--- src/sv/asfs_pkg.sv ---
`timescale 1ns / 1ps
// Shared types and constants for the assembly source field splitter.
// No dependencies; every other file imports this package.
package asfs_pkg;

	localparam int unsigned QUEUE_DEPTH = 4;
	localparam int unsigned QPTR_W      = $clog2(QUEUE_DEPTH);
	localparam int unsigned QCNT_W      = $clog2(QUEUE_DEPTH + 1);

	localparam logic [7:0] RAW_HI_CR = 8'h8D;
	localparam logic [7:0] RAW_HI_LF = 8'h8A;

	localparam logic [6:0] CH_NUL    = 7'h00;
	localparam logic [6:0] CH_TAB    = 7'h09;
	localparam logic [6:0] CH_LF     = 7'h0A;
	localparam logic [6:0] CH_CR     = 7'h0D;
	localparam logic [6:0] CH_SPACE  = 7'h20;
	localparam logic [6:0] CH_DEL    = 7'h7F;
	localparam logic [6:0] CH_SEMI   = 7'h3B;
	localparam logic [6:0] CH_STAR   = 7'h2A;
	localparam logic [6:0] CH_SLASH  = 7'h2F;
	localparam logic [6:0] CH_SQUOTE = 7'h27;
	localparam logic [6:0] CH_DQUOTE = 7'h22;

	typedef enum logic [1:0] {
		TAG_LABEL   = 2'd0,
		TAG_OPCODE  = 2'd1,
		TAG_OPERAND = 2'd2,
		TAG_COMMENT = 2'd3
	} field_tag_t;

	typedef enum logic [3:0] {
		ST_START     = 4'd0,
		ST_LABEL     = 4'd1,
		ST_GAP_LAB   = 4'd2,
		ST_OPCODE    = 4'd3,
		ST_GAP_OP    = 4'd4,
		ST_OPERAND   = 4'd5,
		ST_GAP_ARG   = 4'd6,
		ST_COMMENT   = 4'd7,
		ST_QUOTED    = 4'd8,
		ST_GAP_NOLAB = 4'd9
	} split_state_t;

	// Normalized character or end-of-line marker, as held in the queue.
	typedef struct packed {
		logic       eol;
		logic [6:0] ch;
	} item_t;

	typedef struct packed {
		logic       eol;
		field_tag_t tag;
		logic [6:0] ch;
	} result_t;

endpackage

--- src/sv/asfs_front.sv ---
`timescale 1ns / 1ps
// Front end: normalizes each raw source byte and decides whether it is kept.
// Depends on asfs_pkg.
module asfs_front import asfs_pkg::*; (
	input  logic [7:0] raw_byte,
	output logic       keep,
	output item_t      item
);

	logic [6:0] c7;

	assign c7 = raw_byte[6:0];

	always_comb begin
		keep     = 1'b0;
		item.eol = 1'b0;
		item.ch  = c7;
		if (raw_byte == RAW_HI_CR) begin
			keep     = 1'b1;
			item.eol = 1'b1;
			item.ch  = CH_NUL;
		end else if (raw_byte == RAW_HI_LF || c7 == CH_CR) begin
			keep = 1'b0;
		end else if (c7 == CH_LF) begin
			keep     = 1'b1;
			item.eol = 1'b1;
			item.ch  = CH_NUL;
		end else if (c7 == CH_TAB) begin
			keep    = 1'b1;
			item.ch = CH_SPACE;
		end else if (c7 >= CH_SPACE && c7 != CH_DEL) begin
			keep = 1'b1;
		end
	end

endmodule

--- src/sv/asfs_queue.sv ---
`timescale 1ns / 1ps
// Small FIFO between the front end and the splitter.
// Depends on asfs_pkg for the item type and depth.
module asfs_queue import asfs_pkg::*; (
	input  logic  clk,
	input  logic  arst_n,
	input  logic  push,
	input  item_t push_item,
	input  logic  pop,
	output logic  full,
	output logic  empty,
	output item_t head
);

	item_t              mem_q [QUEUE_DEPTH];
	logic [QPTR_W-1:0]  wr_ptr_q;
	logic [QPTR_W-1:0]  rd_ptr_q;
	logic [QCNT_W-1:0]  count_q;
	logic               do_push;
	logic               do_pop;

	assign full    = (count_q == QCNT_W'(QUEUE_DEPTH));
	assign empty   = (count_q == '0);
	assign do_push = push && !full;
	assign do_pop  = pop && !empty;
	assign head    = mem_q[rd_ptr_q];

	always_ff @(posedge clk) begin
		if (do_push) begin
			mem_q[wr_ptr_q] <= push_item;
		end
	end

	always_ff @(posedge clk or negedge arst_n) begin
		if (!arst_n) begin
			wr_ptr_q <= '0;
			rd_ptr_q <= '0;
			count_q  <= '0;
		end else begin
			if (do_push) begin
				wr_ptr_q <= wr_ptr_q + QPTR_W'(1);
			end
			if (do_pop) begin
				rd_ptr_q <= rd_ptr_q + QPTR_W'(1);
			end
			if (do_push && !do_pop) begin
				count_q <= count_q + QCNT_W'(1);
			end else if (do_pop && !do_push) begin
				count_q <= count_q - QCNT_W'(1);
			end
		end
	end

endmodule

--- src/sv/asfs_back.sv ---
`timescale 1ns / 1ps
// Back end: the field splitter state machine and the result register.
// Depends on asfs_pkg.
module asfs_back import asfs_pkg::*; (
	input  logic       clk,
	input  logic       arst_n,
	input  logic       head_valid,
	input  item_t      head,
	output logic       pop,
	output logic       out_valid,
	input  logic       out_ready,
	output logic [6:0] char_out,
	output logic [1:0] field_tag,
	output logic       end_of_line
);

	split_state_t state_q, state_d;
	logic [6:0]   delim_q, delim_d;
	logic         emit;
	field_tag_t   tag;
	logic         space;
	logic         is_semi;
	logic         is_star_slash;
	logic         is_quote;
	logic         out_valid_q;
	result_t      res_q;

	assign space         = (head.ch == CH_SPACE);
	assign is_semi       = (head.ch == CH_SEMI);
	assign is_star_slash = (head.ch == CH_STAR) || (head.ch == CH_SLASH);
	assign is_quote      = (head.ch == CH_SQUOTE) || (head.ch == CH_DQUOTE);

	// An item leaves the queue whenever the result register is free or being emptied.
	assign pop = head_valid && (!out_valid_q || out_ready);

	always_comb begin
		state_d = state_q;
		delim_d = delim_q;
		if (head.eol) begin
			state_d = ST_START;
			delim_d = CH_NUL;
		end else begin
			unique case (state_q)
				ST_LABEL: begin
					if (space) state_d = ST_GAP_LAB;
				end
				ST_GAP_LAB, ST_GAP_NOLAB: begin
					if (is_semi || (is_star_slash && state_q == ST_GAP_NOLAB)) begin
						state_d = ST_COMMENT;
					end else if (!space) begin
						state_d = ST_OPCODE;
					end
				end
				ST_OPCODE: begin
					if (space) state_d = ST_GAP_OP;
				end
				ST_GAP_OP: begin
					if (is_semi) begin
						state_d = ST_COMMENT;
					end else if (head.ch == CH_SQUOTE) begin
						// Only a single quote opens quoted text as the first operand character.
						state_d = ST_QUOTED;
						delim_d = head.ch;
					end else if (!space) begin
						state_d = ST_OPERAND;
					end
				end
				ST_OPERAND: begin
					if (is_quote) begin
						state_d = ST_QUOTED;
						delim_d = head.ch;
					end else if (space) begin
						state_d = ST_GAP_ARG;
					end
				end
				ST_GAP_ARG: begin
					if (!space) state_d = ST_COMMENT;
				end
				ST_COMMENT: begin
					state_d = ST_COMMENT;
				end
				ST_QUOTED: begin
					if (head.ch == delim_q) state_d = ST_OPERAND;
				end
				default: begin
					if (is_semi || is_star_slash) begin
						state_d = ST_COMMENT;
					end else if (!space) begin
						state_d = ST_LABEL;
					end else begin
						state_d = ST_GAP_NOLAB;
					end
				end
			endcase
		end
	end

	always_comb begin
		emit = 1'b0;
		tag  = TAG_LABEL;
		if (head.eol) begin
			emit = 1'b1;
		end else begin
			unique case (state_q)
				ST_LABEL: begin
					emit = !space;
					tag  = TAG_LABEL;
				end
				ST_GAP_LAB, ST_GAP_NOLAB: begin
					if (is_semi || (is_star_slash && state_q == ST_GAP_NOLAB)) begin
						emit = 1'b1;
						tag  = TAG_COMMENT;
					end else begin
						emit = !space;
						tag  = TAG_OPCODE;
					end
				end
				ST_OPCODE: begin
					emit = !space;
					tag  = TAG_OPCODE;
				end
				ST_GAP_OP: begin
					emit = !space;
					tag  = is_semi ? TAG_COMMENT : TAG_OPERAND;
				end
				ST_OPERAND: begin
					emit = !space;
					tag  = TAG_OPERAND;
				end
				ST_GAP_ARG: begin
					emit = !space;
					tag  = TAG_COMMENT;
				end
				ST_COMMENT: begin
					emit = 1'b1;
					tag  = TAG_COMMENT;
				end
				ST_QUOTED: begin
					emit = 1'b1;
					tag  = TAG_OPERAND;
				end
				default: begin
					emit = !space;
					tag  = (is_semi || is_star_slash) ? TAG_COMMENT : TAG_LABEL;
				end
			endcase
		end
	end

	always_ff @(posedge clk or negedge arst_n) begin
		if (!arst_n) begin
			state_q     <= ST_START;
			delim_q     <= CH_NUL;
			out_valid_q <= 1'b0;
		end else begin
			if (pop) begin
				state_q     <= state_d;
				delim_q     <= delim_d;
				out_valid_q <= emit;
			end else if (out_ready) begin
				out_valid_q <= 1'b0;
			end
		end
	end

	always_ff @(posedge clk) begin
		if (pop && emit) begin
			res_q.eol <= head.eol;
			res_q.tag <= tag;
			res_q.ch  <= head.ch;
		end
	end

	assign out_valid   = out_valid_q;
	assign char_out    = res_q.ch;
	assign field_tag   = res_q.tag;
	assign end_of_line = res_q.eol;

endmodule

--- src/sv/assembly_source_field_splitter_core.sv ---
`timescale 1ns / 1ps
// Assembly source field splitter: takes one raw source byte per cycle, while
// in_ready is high, and delivers each kept character tagged as label, opcode,
// operand or comment, plus an end-of-line item for each 8'h0A or 8'h8D byte.
// Sustained rate is one byte per cycle while the output is not stalled. A
// byte is normalized into a four-entry queue at the accepting edge, and the
// splitter state machine, which handles one queued byte a cycle while its
// output register is free or being emptied, steps it into that register.
// Dropped bytes and separating spaces produce no output item. The queue
// absorbs output stalls of up to four bytes before in_ready falls.
// Depends on asfs_pkg, asfs_front, asfs_queue and asfs_back.
module assembly_source_field_splitter_core import asfs_pkg::*; (
	input  logic       clk,
	input  logic       arst_n,
	input  logic       in_valid,
	output logic       in_ready,
	input  logic [7:0] raw_byte,
	output logic       out_valid,
	input  logic       out_ready,
	output logic [6:0] char_out,
	output logic [1:0] field_tag,
	output logic       end_of_line
);

	logic  keep;
	item_t front_item;
	logic  q_full;
	logic  q_empty;
	item_t q_head;
	logic  q_pop;

	asfs_front u_front (
		.raw_byte (raw_byte),
		.keep     (keep),
		.item     (front_item)
	);

	asfs_queue u_queue (
		.clk       (clk),
		.arst_n    (arst_n),
		.push      (in_valid && keep),
		.push_item (front_item),
		.pop       (q_pop),
		.full      (q_full),
		.empty     (q_empty),
		.head      (q_head)
	);

	asfs_back u_back (
		.clk         (clk),
		.arst_n      (arst_n),
		.head_valid  (!q_empty),
		.head        (q_head),
		.pop         (q_pop),
		.out_valid   (out_valid),
		.out_ready   (out_ready),
		.char_out    (char_out),
		.field_tag   (field_tag),
		.end_of_line (end_of_line)
	);

	assign in_ready = !q_full;

endmodule

--- config.mk ---
export PLATFORM = sky130hd
export DESIGN_NAME = assembly_source_field_splitter_core
export DESIGN_NICKNAME = d
export VERILOG_FILES = /design/src/sv/asfs_pkg.sv /design/src/sv/asfs_front.sv /design/src/sv/asfs_queue.sv /design/src/sv/asfs_back.sv /design/src/sv/assembly_source_field_splitter_core.sv
export SDC_FILE = /design/constraint.sdc
export NUM_CORES = 1
export LEC_CHECK = 0
export BUFFER_PORTS_ARGS = -buffer_cell sky130_fd_sc_hd__clkbuf_2
export CORE_UTILIZATION = 59
export DETAILED_ROUTE_END_ITERATION = 16
export GPL_TIMING_DRIVEN = 0
export HOLD_SLACK_MARGIN = 0.12
export PLACE_DENSITY = 0.77
export SETUP_SLACK_MARGIN = 0.05
export SLEW_MARGIN = 30
export SYNTH_ARGS = -nofsm -noshare
export SYNTH_HDL_FRONTEND = slang
export SYNTH_SLANG_ARGS = --single-unit
--- constraint.sdc ---
create_clock -name clk -period 3.3 [get_ports clk]
set_clock_uncertainty 0.15 [all_clocks]
set_input_delay 0.33 -clock clk [delete_from_list [all_inputs] [get_ports clk]]
set_output_delay 0.33 -clock clk [all_outputs]
set_load 0.02 [all_outputs]
== Yosys cells after proc, flatten, opt, wreduce, memory -nomap -nowiden ==
Memory sizes are Yosys's and may differ from the RTL's.
Cells that the tools add are included.
Storage, ports and cells
  RAM bits: 32
  bits in read-only memories: 0
  bits in latches: 0
  memories kept: 1
  register bits after elaboration: 29
  output and inout port bits: 12
  input bits: 12
  logic and storage cells: 122
Memories
  u_queue.mem_q: words 4, bits a word 8, read ports 1, clocked after memory_dff 0, wr ports 1, line asfs_queue.sv:15  | item_t mem_q [QUEUE_DEPTH];
Operators by class
  equality and inequality tests: 33
  reduce and logical (&&, ||, !) cells: 31
  bitwise gates (word level): 0
  multiply operators: 0
  multiplexer cells: 43
  magnitude comparators: 1
  div/mod/pow operators: 0
  add/subtract/negate cells: 4
  shift operators: 0
Operator list (count)
  $mux W4: 14
  $eq A7 B6 Y1 const B: 6
  $mux W7: 6
  $pmux W4 S8: 1
  $eq A7 B4 Y1 const B: 3
  $eq A4 B3 Y1 const B: 4
  $eq A8 B8 Y1 const B: 2
  $mux W8: 2
  $ne A3 B1 Y1 const B: 5
  $pmux W7 S2: 1
  $mux W1: 13
  $pmux W2 S6: 1
  $logic_and A1 B1 Y1: 9
  $eq A4 B2 Y1 const B: 2
  $eq A4 B4 Y1 const B: 2
  $reduce_and A8 Y1: 1
  $reduce_or A2 Y1: 4
  $eq A7 B7 Y1: 1
  $ge A7 B6 Y1 const B: 1
  $ne A7 B7 Y1 const B: 1
  $logic_not A1 Y1: 6
  $logic_or A1 B1 Y1: 6
  $mux W3: 2
  $ne A3 B2 Y1 const B: 2
  14 further kinds: 17

== Longest topological paths before layout ==
  depth after elaboration: 13
  depth in mapped cells: 11
  depth with buffers taken out: 11

== Modules after synthesis ==
From an unflattened synthesis, not the netlist that was laid out.
Unflattened totals
  cell total of the unflattened synthesis: 228
  area total of the unflattened synthesis: 3030.4 sq um
By module, submodules not included
  asfs_queue: sequential area each 1136.1 sq um, times used 1, cells an instance 78, area an instance 1585.3 sq um
  asfs_back: sequential area each 600.6 sq um, times used 1, cells an instance 123, area an instance 1272.5 sq um
  asfs_front: sequential area each 0.0 sq um, times used 1, cells an instance 24, area an instance 158.9 sq um
  assembly_source_field_splitter_core: sequential area each 0.0 sq um, times used 1, cells an instance 3, area an instance 13.8 sq um

== Least setup slack after synthesis ==
OpenSTA, ideal clock, no wires.
  path kind: in2reg
  from: input raw_byte[6]
  to: register u_queue.count_q[2]
  cell stages on the path: 9
  data required time: 3.071 ns
  library setup time: 0.079 ns
  arrival: 2.760 ns
  setup slack: 0.311 ns
  cells stage by stage: nor4b_1 > o22ai_1 > a211oi_1 > ha_1 > inv_1 > fa_1 > xor2_1 > nor2_1 > xor2_1
On the way
  cells in the longest elaborated chain, start to end: 12
  elaborated cells on any way between the ends: 21
  those cells by class: 1 x order compare; 6 x eq/ne; 6 x mux; 8 x reduce/logical
Ends and longest elaborated chain
  start, declared: line assembly_source_field_splitter_core.sv:17  | input logic [7:0] raw_byte,
  $ge A7 B6 Y1 / $ne A7 B7 Y1 (equally long branches): line asfs_front.sv:31  | end else if (c7 >= CH_SPACE && c7 != CH_DEL) begin
  $logic_and A1 B1 Y1: line asfs_front.sv:31
  $mux W1: line asfs_front.sv:31
  $mux W1: line asfs_front.sv:28  | end else if (c7 == CH_TAB) begin
  $mux W1: line asfs_front.sv:24  | end else if (c7 == CH_LF) begin
  $mux W1: line asfs_front.sv:22  | end else if (raw_byte == RAW_HI_LF || c7 == CH_CR) begin
  $mux W1 *: line asfs_front.sv:18  | if (raw_byte == RAW_HI_CR) begin
  $logic_and A1 B1 Y1 *: line assembly_source_field_splitter_core.sv:41  | .push (in_valid && keep),
  $logic_and A1 B1 Y1 *: line asfs_queue.sv:24  | assign do_push = push && !full;
  net u_queue.do_push: line asfs_queue.sv:19  | logic do_push;
  $logic_not A1 Y1: line asfs_queue.sv:48  | end else if (do_pop && !do_push) begin
  $logic_and A1 B1 Y1: line asfs_queue.sv:48
  $reduce_bool A2 Y1 (no source line)
  end signal, assigned: line asfs_queue.sv:47  | count_q <= count_q + QCNT_W'(1);
  end signal, assigned: line asfs_queue.sv:49  | count_q <= count_q - QCNT_W'(1);
  end, declared: line asfs_queue.sv:18  | logic [QCNT_W-1:0] count_q;
Mark *: on every way through the listed nets, which the timed path passes. The rest lies on a longest branch.
A chain may end at the register's enable or synchronous reset.

== Worst setup path in the final report ==
Same ends and word-level chain as after synthesis.

==> run summary <==
DIE
-----------------------------------------------------------------------------------------------
Die footprint                                                                          5350 µm²
Area inside the core boundary                                                          4790 µm²
Die width                                                                               73.1 µm
Initial Util                                                                              0.624
Rows                                                                                         25
Vertical die dimension                                                                  73.1 µm
Number of top-level pins                                                                     24

PLACED DESIGN
-----------------------------------------------------------------------------------------------
Input/output buffers                                                                         23
Worst slack after detailed placement                                                  -0.322 ns
Detail Placement HPWL                                                                   3930 µm
Routability Congestion                                                                    0.946

SYNTHESIS
-----------------------------------------------------------------------------------------------
Portion of the post-synthesis area used by sequential elements                            0.582
Async S/R FF share, synth                                                                 0.311
Post-synthesis cell type count                                                               57
Number of flip-flops and latches in the synthesized netlist                                  61
Number of enable flip-flop cells after synthesis                                             42
Syn nets                                                                                    247
Cell type with the largest total area after synthesis                                  edfxtp_1
Area share of the largest cell type after synthesis                                       0.423
Warning count from the yosys run                                                              0
Mean post-synth cell area                                                              13.0 µm²
Top FF cell, synth                                                                     edfxtp_1
Ranking of synthesized cells by area                                               edfxtp_1 (42%), dfrtp_1 (16%), mux4_2 (3.8%), xnor2_1 (3.5%), mux4_1 (2.6%)
Total standard cell area after synthesis                                               2980 µm²
Gate Count Post-Synth                                                                       229

TIMING
-----------------------------------------------------------------------------------------------
Slew at the pin with the worst max-slew slack                                          0.822 ns
Final worst-path cycle share                                                              0.893
Count of final setup violators                                                                0
Slew Limit Headroom                                                                       0.449
Slack of the critical path                                                             0.353 ns
Setup repair after global routing missed its margin                                          no
Summed negative setup slack over all endpoints                                             0 ns
Fmax achieved                                                                           339 MHz
Final max-slew violation count                                                                0
Number of hold-slack violations in the final timing report                                    0
Hold Slack                                                                             0.218 ns
Final critical-path required period                                                     2.95 ns

LAYOUT
-----------------------------------------------------------------------------------------------
Share of final-layout standard cells stronger than drive strength 1                       0.226
Final core utilization                                                                    0.710
Filler instances                                                                            350
Final nets                                                                                  283
Diode insertion count for antenna repair                                                      0
Synth-to-layout area growth                                                               13.8%

OUTCOME
-----------------------------------------------------------------------------------------------
Run status                                                                         finished clean

CLOCKING
-----------------------------------------------------------------------------------------------
Clock input transition at the sequential cells of the worst setup and hold paths        0.08 ns
Number of buffers created by CTS                                                              9
Buffer depth of the longest clock path                                                        2
Number of H-tree branching levels                                                             3
Root Driver                                                                            clkbuf_8
Total number of clock tree sinks                                                             61
Latest clock arrival within the worst-skew pair                                         0.35 ns
Count of buffers added by post-CTS timing repair for setup                                    0
Clock tree from TritonCTS                                                                   yes

PWR
-----------------------------------------------------------------------------------------------
PD cells                                                                             872 nW/µm²
Largest voltage drop on the vdd net                                                    0.444 mV
Combinational group share of total power                                                  0.410
P_sw                                                                                    1.13 mW
Internal Power                                                                          1.83 mW
Reported leakage power                                                                  1.32 nW
Register share of total power                                                             0.381
Clock network power share                                                                 0.209
Switching portion of total power                                                          0.382
Total power consumption of the routed design                                            2.96 mW

SETUP PATH
-----------------------------------------------------------------------------------------------
Critical path startpoint                                                            raw_byte[6]
Category of the critical setup timing path                                         primary input to flip-flop
Element type at the critical path end                                                 flip-flop
Worst-path maximum fanout                                                                     8
Startpoint Class                                                                   primary input
Reg-to-reg critical path startpoint                                                u_queue.rd_ptr_q[0]
Required time worst endpoint                                                            3.43 ns
Critical path arrival                                                                   3.07 ns

ROUTING
-----------------------------------------------------------------------------------------------
DRC marker count from the first detailed-route iteration                                    124
Wirelength, routed                                                                      5410 µm
Vias                                                                                       1971
Drt drc                                                                                       0
Met3 WL                                                                                  259 µm
Top routing layer in use                                                                   met4
WL/cell                                                                                 16.1 µm
Length of the first detailed-routing pass in iterations                                       4
DRT met1 WL                                                                             2290 µm
Met2 wirelength from detailed routing                                                   2710 µm
Ratio of routed vias to standard cells                                                     5.85
Number of antenna-violating nets in the routed design                                         0

FLOW RUN
-----------------------------------------------------------------------------------------------
Number of max-cap violations                                                                  0

GLOBAL ROUTING
-----------------------------------------------------------------------------------------------
Largest net degree at the start of global routing                                            20
Number of global-route vias before repair                                                  1911
Antenna violations before repair                                                              0
Residual overflow from global routing                                                         0
Wire length of the first global-routing pass                                            8920 µm
Global-route total usage across every layer                                               0.231

HOLD PATH
-----------------------------------------------------------------------------------------------
Hold wc startpoint                                                                  raw_byte[5]
Path type of the worst min-delay path                                              primary input to flip-flop

power by group through the flow:
| stage | clock (mW) | combinational (mW) | sequential, mW |
|---|---|---|---|
| floorplan | 0 | 0.833 | 1.22 |
| global route | 0.655 | 1.33 | 1.15 |
| global placement | 0 | 1.18 | 1.14 |
| CTS | 0.624 | 1.21 | 1.13 |
| finish | 0.618 | 1.21 | 1.13 |
| detailed placement | 0 | 1.20 | 1.14 |
cells in the mapped netlist (2+ instances only):
cell      count
nand3_1       3
edfxtp_1     42
nand4_1       3
ha_1          5
dfrtp_1      19
buf_2         2
xor2_1        2
o211ai_1      3
xnor2_1      12
inv_1        10
nand2_1      13
nor4b_1       2
o22ai_1       2
nor2_1       15
nand3b_1      2
a22o_1        2
nor2b_1       5
a31oi_1       3
nor3_1        3
mux4_1        3
o21a_1        6
nand4b_1      2
o21ai_0       9
a21boi_0      2
nand2b_1      4
a21oi_1       6
and2_1       10
mux4_2        5
clkbuf_1      6
what timing repair did:
action | in CTS | in global routing
gates resized for setup | 1 | 0
hold endpoints to repair | 20 | 0
hold buffers | 2 | 0
setup endpoints to repair | 1 | 0
area by class of cell:
| class | instances | area [µm²] | share of cell area |
|---|---|---|---|
| Sequential cell | 61 | 1740 | 0.511 |
| Timing Repair Buffer | 25 | 135 | 0.0398 |
| Clock buffer | 9 | 124 | 0.0365 |
| Buffer | 10 | 48.8 | 0.0144 |
| Multi-Input combinational cell | 148 | 1170 | 0.344 |
| Inverter | 10 | 37.5 | 0.0111 |
| Clock inverter | 7 | 62.6 | 0.0184 |
| Tap cell | 67 | 83.8 | 0.0247 |
worst max-delay path: stages:
cell      delay (ns)
clkbuf_2        0.13
nor4b_2         0.56
o22ai_1         0.17
a211oi_1        0.71
ha_1            0.32
inv_1           0.06
fa_1            0.37
xor2_1          0.16
nor2_1          0.12
xor2_1          0.15
kinds of logic after synthesis:
| family | after synthesis | synth area share |
|---|---|---|
| buffers and inverters | 20 | 0.0289 |
| adder cells (fa/ha/maj) | 6 | 0.0277 |
| AND/OR/NAND/NOR | 73 | 0.142 |
| flip-flops | 61 | 0.582 |
| XOR/XNOR | 14 | 0.0411 |
| multiplexers | 10 | 0.0713 |
| AO/OA/AOI/OAI | 45 | 0.107 |
worst paths after layout:
kind / endpoint / slack (ns) / cells past startpoint
worst max register to register: u_back.state_q[0] / 0.45 / 8
max in group asynchronous: u_back.delim_q[2] / 2.35 / 2
worst min-delay path: u_queue.mem_q[1][5] / 0.22 / 2
min in group asynchronous: u_queue.rd_ptr_q[1] / 0.32 / 2
worst max-delay path: u_queue.count_q[2] / 0.35 / 10
worst min register to register: u_back.delim_q[2] / 0.36 / 2
registers in the layout, indices dropped and copies added (netlist names):
signal and cells:
u_back.delim_q 7, u_back.state_q 4, u_queue.rd_ptr_q 2, u_queue.mem_q 32, u_back.char_out 7, u_back.out_valid 1, u_queue.wr_ptr_q 2, u_back.end_of_line 1
u_back.field_tag 2, u_queue.count_q 3
per-stage QoR:
step           std cells  cell area, µm²
2_1_floorplan        229            2980
3_3_place_gp         319            3180
3_5_place_dp         319            3180
4_1_cts              337            3400
5_1_grt              337            3400
6_report             337            3400
cell usage in the layout, fill, tap and decap left out, types with 4 or more instances in the layout:
cell type	count
dfrtp_1	19
and2_1	10
a21oi_1	6
o21ai_0	9
mux4_2	5
xnor2_1	12
o21a_1	6
edfxtp_1	42
nor2_1	15
nand2b_1	4
ha_1	5
inv_1	10
clkbuf_2	24
nand2_1	13
nor2b_1	5
clkbuf_8	9
clkbuf_1	6
routing by layer:
layer | up-vias | track usage
met5 | - | 0
met4 | 0 | 0.126
met3 | 15 | 0.0539
met2 | 65 | 0.373
met1 | 961 | 0.290
li1 | 930 | -
Note: power is estimated with default switching activity, not from simulation.
